==> config.mk <==
export PLATFORM = sky130hd
export DESIGN_NAME = ertm_cordic_cell
export DESIGN_NICKNAME = d
export VERILOG_FILES = /design/src/rtl/ertm_pkg.sv /design/src/rtl/ertm_cordic_cell.sv
export SDC_FILE = /design/constraint.sdc
export NUM_CORES = 1
export LEC_CHECK = 0
export ABC_AREA = 1
export BUFFER_PORTS_ARGS = -buffer_cell sky130_fd_sc_hd__buf_2
export CAP_MARGIN = 20
export CORE_MARGIN = 8
export CORE_UTILIZATION = 45
export CTS_CLUSTER_DIAMETER = 30
export DETAILED_ROUTE_END_ITERATION = 8
export GPL_TIMING_DRIVEN = 0
export PLACE_DENSITY = 0.69
export SLEW_MARGIN = 20
export SYNTH_ARGS = -nofsm -noshare
export SYNTH_HDL_FRONTEND = slang
export SYNTH_SLANG_ARGS = --single-unit
==> constraint.sdc <==
create_clock -name clock -period 2.8 [get_ports clock]
set_clock_uncertainty 0.15 [all_clocks]
set_input_delay 0.28 -clock clock [delete_from_list [all_inputs] [get_ports clock]]
set_output_delay 0.28 -clock clock [all_outputs]
set_load 0.02 [all_outputs]
==> src/rtl/ertm_pkg.sv <==
// Package for the Euler-angle to rotation-matrix block.
// Holds the CORDIC arctangent table, value types and fixed constants.
// No dependencies.
package ertm_pkg;

   // CORDIC x/y in Q2.30 with headroom, z in 2^-32 turn units
   typedef logic signed [32:0] cxy_type;
   typedef logic signed [31:0] cz_type;
   // cosine or sine in Q20
   typedef logic signed [22:0] trig_type;
   // two-factor product in Q40
   typedef logic signed [45:0] prod_type;
   // sum in Q60
   typedef logic signed [67:0] q60_type;
   typedef logic signed [15:0] q14_type;

   localparam cxy_type INV_GAIN = 33'sh026DD3B6A;
   localparam cz_type EIGHTH_TURN = 32'sh20000000;
   localparam q14_type ONE_Q14 = 16'sd16384;

   localparam logic [31:0] ATAN_TURNS [32] = '{
      32'h20000000, 32'h12E4051E, 32'h09FB385B, 32'h051111D4, 32'h028B0D43,
      32'h0145D7E1, 32'h00A2F61E, 32'h00517C55, 32'h0028BE53, 32'h00145F2F,
      32'h000A2F98, 32'h000517CC, 32'h00028BE6, 32'h000145F3, 32'h0000A2FA,
      32'h0000517D, 32'h000028BE, 32'h0000145F, 32'h00000A30, 32'h00000518,
      32'h0000028C, 32'h00000146, 32'h000000A3, 32'h00000051, 32'h00000029,
      32'h00000014, 32'h0000000A, 32'h00000005, 32'h00000003, 32'h00000001,
      32'h00000001, 32'h00000000
   };

endpackage

==> src/rtl/ertm_cordic_cell.sv <==
// One CORDIC rotation cell: a single micro-rotation of x, y, z per cycle while adv is high.
// Uses ertm_pkg for types and the arctangent table.
module ertm_cordic_cell
   import ertm_pkg::*;
#(
   parameter int STEP = 0
) (
   input  logic       clock,
   input  logic       adv,
   input  cxy_type    x_i,
   input  cxy_type    y_i,
   input  cz_type     z_i,
   input  logic [1:0] quad_i,
   output cxy_type    x_o,
   output cxy_type    y_o,
   output cz_type     z_o,
   output logic [1:0] quad_o
);

   localparam int K = STEP % 32;
   localparam cz_type ATAN = cz_type'(ATAN_TURNS[K]);

   cxy_type x_ff, x_in, y_ff, y_in;
   cz_type z_ff, z_in;
   logic [1:0] quad_ff;
   cxy_type dx, dy;

   always_comb begin
      dx = y_i >>> K;
      dy = x_i >>> K;
      if (z_i >= 0) begin
         x_in = x_i - dx;
         y_in = y_i + dy;
         z_in = z_i - ATAN;
      end else begin
         x_in = x_i + dx;
         y_in = y_i - dy;
         z_in = z_i + ATAN;
      end
   end

   always_ff @(posedge clock) begin
      if (adv) begin
         x_ff <= x_in;
         y_ff <= y_in;
         z_ff <= z_in;
         quad_ff <= quad_i;
      end
   end

   assign x_o = x_ff;
   assign y_o = y_ff;
   assign z_o = z_ff;
   assign quad_o = quad_ff;

endmodule

==> results.cfg <==
[worst_hold_path]
holdCritPathClass = input port to flip-flop
holdCritStartpoint = z_i[29]

[finish]
fin_util_pct = 54.5
syn_to_final_growth_pct = 18.8
final_common_cell = nand2_1
fillers = 2414
post_route_cells_drive_above_1_share_pct = 16.3
fin_nets = 2107
diodes = 0
final_cell_mix = 566 x nand2_1, 309 x inv_1, 208 x buf_2
stdcell_area_um2 = 12800

[worst_setup_path]
end_kind = flip-flop
startpoint_type = input port
crit_path_start = x_i[12]
crit_arrival_ns = 2.38
critPathRequiredTime_ns = 2.72
path_class = input port to flip-flop
slowest_stage = ha_1
path_max_fanout = 10
worstPathCellList = buf_2 -> inv_1 -> ha_1 -> buf_6 -> nor2_1 -> inv_1 -> nor2_1 -> a21oi_1 -> nand2_1 -> xor2_1 -> nand2_1 -> o21ai_0
max_stage_delay_ns = 0.31

[clock_network]
cts_hold_buf = 31
cts_sinks = 99
cts_resized = 0
root_buffer = clkbuf_16
cts_tree = yes
post_cts_buffers = 0
htreeDepth = 3
cts_buffers = 9
clk_pin_slew_ns = 0.07
cts_buffer_depth = 2

[sta]
slew_violations = 0
finalHoldViolCount = 0
finalCriticalPeriod_ns = 2.46
setup_viol = 0
setup_tns_ns = 0
rsz0062_at_grt = false
slew_headroom_pct = 54.0
fin_crit_sh_pct = 87.8
worstMarginPinSlew_ns = 0.690
fmax_mhz = 407

[power]
leakagePower_nw = 7.02
vdd_drop_max_mv = 0.318
finalPower_mw = 5.52
p_per_area_nw_per_um2 = 432

[detailed_routing]
wl_per_cell_um = 17.5
drt-initial-drc-count = 932
dr.pass1.iters = 7
route.met2.wl_um = 15700
wirelength_um = 39000
highest-signal-layer = met4
ant_nets = 0
wl_met1_um = 18000
via_count = 11277
wl_met3_um = 4240
via_per_inst = 5.06
drc_errors = 0

[synth]
ys_types = 35
syn_inst = 1662
synth-seq-cells = 99
syn_nets = 1864
synth_warnings = 0
syn_area_um2 = 10800
synth_area_per_cell_um2 = 6.47
seq_area_frac_synth_pct = 27.6

[floorplanning]
dieArea_um2 = 29100
die_h_um = 171
dieWidth_um = 171
fp.coreArea_um2 = 23500
boundaryPins = 202
rows = 56
start_util_pct = 45.8

[run]
drv_cap = 0

[grt]
groute.usage.overall_pct = 26.5
antenna_found_initial = 0
grt_max_degree = 61
grt_overflow = 0
grt_pass1_vias = 10688
grt_pass1_wl_um = 58900

[outcome]
outcome = complete, no violations

[placement]
placed_cell_area_um2 = 12200
numPortBuffers = 200
hpwl_um = 33300
gp_congestion = 0.984
-- flip-flops by register name, summed over array words and instances, names as in the netlist --
name,count
x_o,33
y_o,32
z_o,32
quad_o,2
-- synth_stat cells (all sizes together) --
| library cell | instances | area [um2] |
|---|---|---|
| xnor2 | 1 | 8.76 |
| nand3 | 144 | 751 |
| o21bai | 17 | 128 |
| nor2 | 158 | 648 |
| o22ai | 6 | 37.5 |
| o21ai | 58 | 290 |
| xor2 | 26 | 235 |
| edfxtp | 99 | 2970 |
| inv | 312 | 1170 |
| a21oi | 80 | 412 |
| a31oi | 3 | 18.8 |
| nor3 | 6 | 50.1 |
| and2 | 7 | 43.8 |
| clkbuf | 6 | 22.5 |
| clkinv | 2 | 8.75 |
| ha | 96 | 1200 |
| nand4 | 12 | 75.1 |
| o211ai | 4 | 45.1 |
| fa | 4 | 80.1 |
| nand2 | 582 | 2220 |
| or2 | 1 | 6.26 |
| buf | 38 | 327 |
-- per-stage QoR --
stage | std cells | worst slack, ns | hold slack (ns)
3_5_place_dp | 2182 | 0.0603 | 0.308
2_1_floorplan | 1662 | 0.608 | 0.229
5_1_grt | 2229 | 0.162 | 0.0436
4_1_cts | 2229 | 0.416 | 0.0475
6_report | 2229 | 0.342 | 0.0539
3_3_place_gp | 2181 | 0.0826 | 0.307
-- metal layers --
| layer | track usage, % | vias to the layer above |
|---|---|---|
| met1 | 38.7 | 5071 |
| met3 | 4.56 | 61 |
| li1 | - | 5637 |
| met2 | 39.4 | 508 |
| met4 | 7.17 | 0 |
| met5 | 0 | - |
-- kinds of logic (layout without fill, tap and decap cells) --
kind of cell / count (synthesis) / in the layout / synth area share, %
AND/OR/NAND/NOR: 910 / 910 / 35.3
buffers and inverters: 358 / 606 / 14.2
AO/OA/AOI/OAI: 168 / 168 / 8.65
adder cells (fa/ha/maj): 100 / 100 / 11.9
flip-flops: 99 / 99 / 27.6
XOR/XNOR: 27 / 27 / 2.27
-- worst max-delay path, delay by kind of cell --
family	cells	cell delay, ns
AOI/OAI and AO/OA	2	0.34
xor gates and xnor gates	1	0.24
adders and majority gates	1	0.31
buffers and inverters	4	0.41
and+or+nand+nor	4	0.80
-- final cells by class --
cell class | count | area [um2] | area share (%)
Multi-Input combinational cell | 1205 | 6250 | 48.9
Sequential cell | 99 | 2970 | 23.3
Timing Repair Buffer | 232 | 1340 | 10.5
Inverter | 314 | 1180 | 9.23
Tap cell | 319 | 399 | 3.12
Buffer | 44 | 349 | 2.73
Clock buffer | 10 | 229 | 1.79
Clock inverter | 6 | 57.6 | 0.450
-- worst paths after layout --
kind / to / slack [ns] / cells past startpoint
hold / removal: z_o[29] / 0.05 / 2
setup / recovery: y_o[15] / 0.34 / 12
-- where the power goes --
group / internal (mW) / total [mW] / switching (mW)
combinational: 0.756 / 2.42 / 1.66
clock: 0.622 / 1.20 / 0.573
sequential: 1.86 / 1.90 / 0.0404
Note: power is estimated with default switching activity, not from simulation.
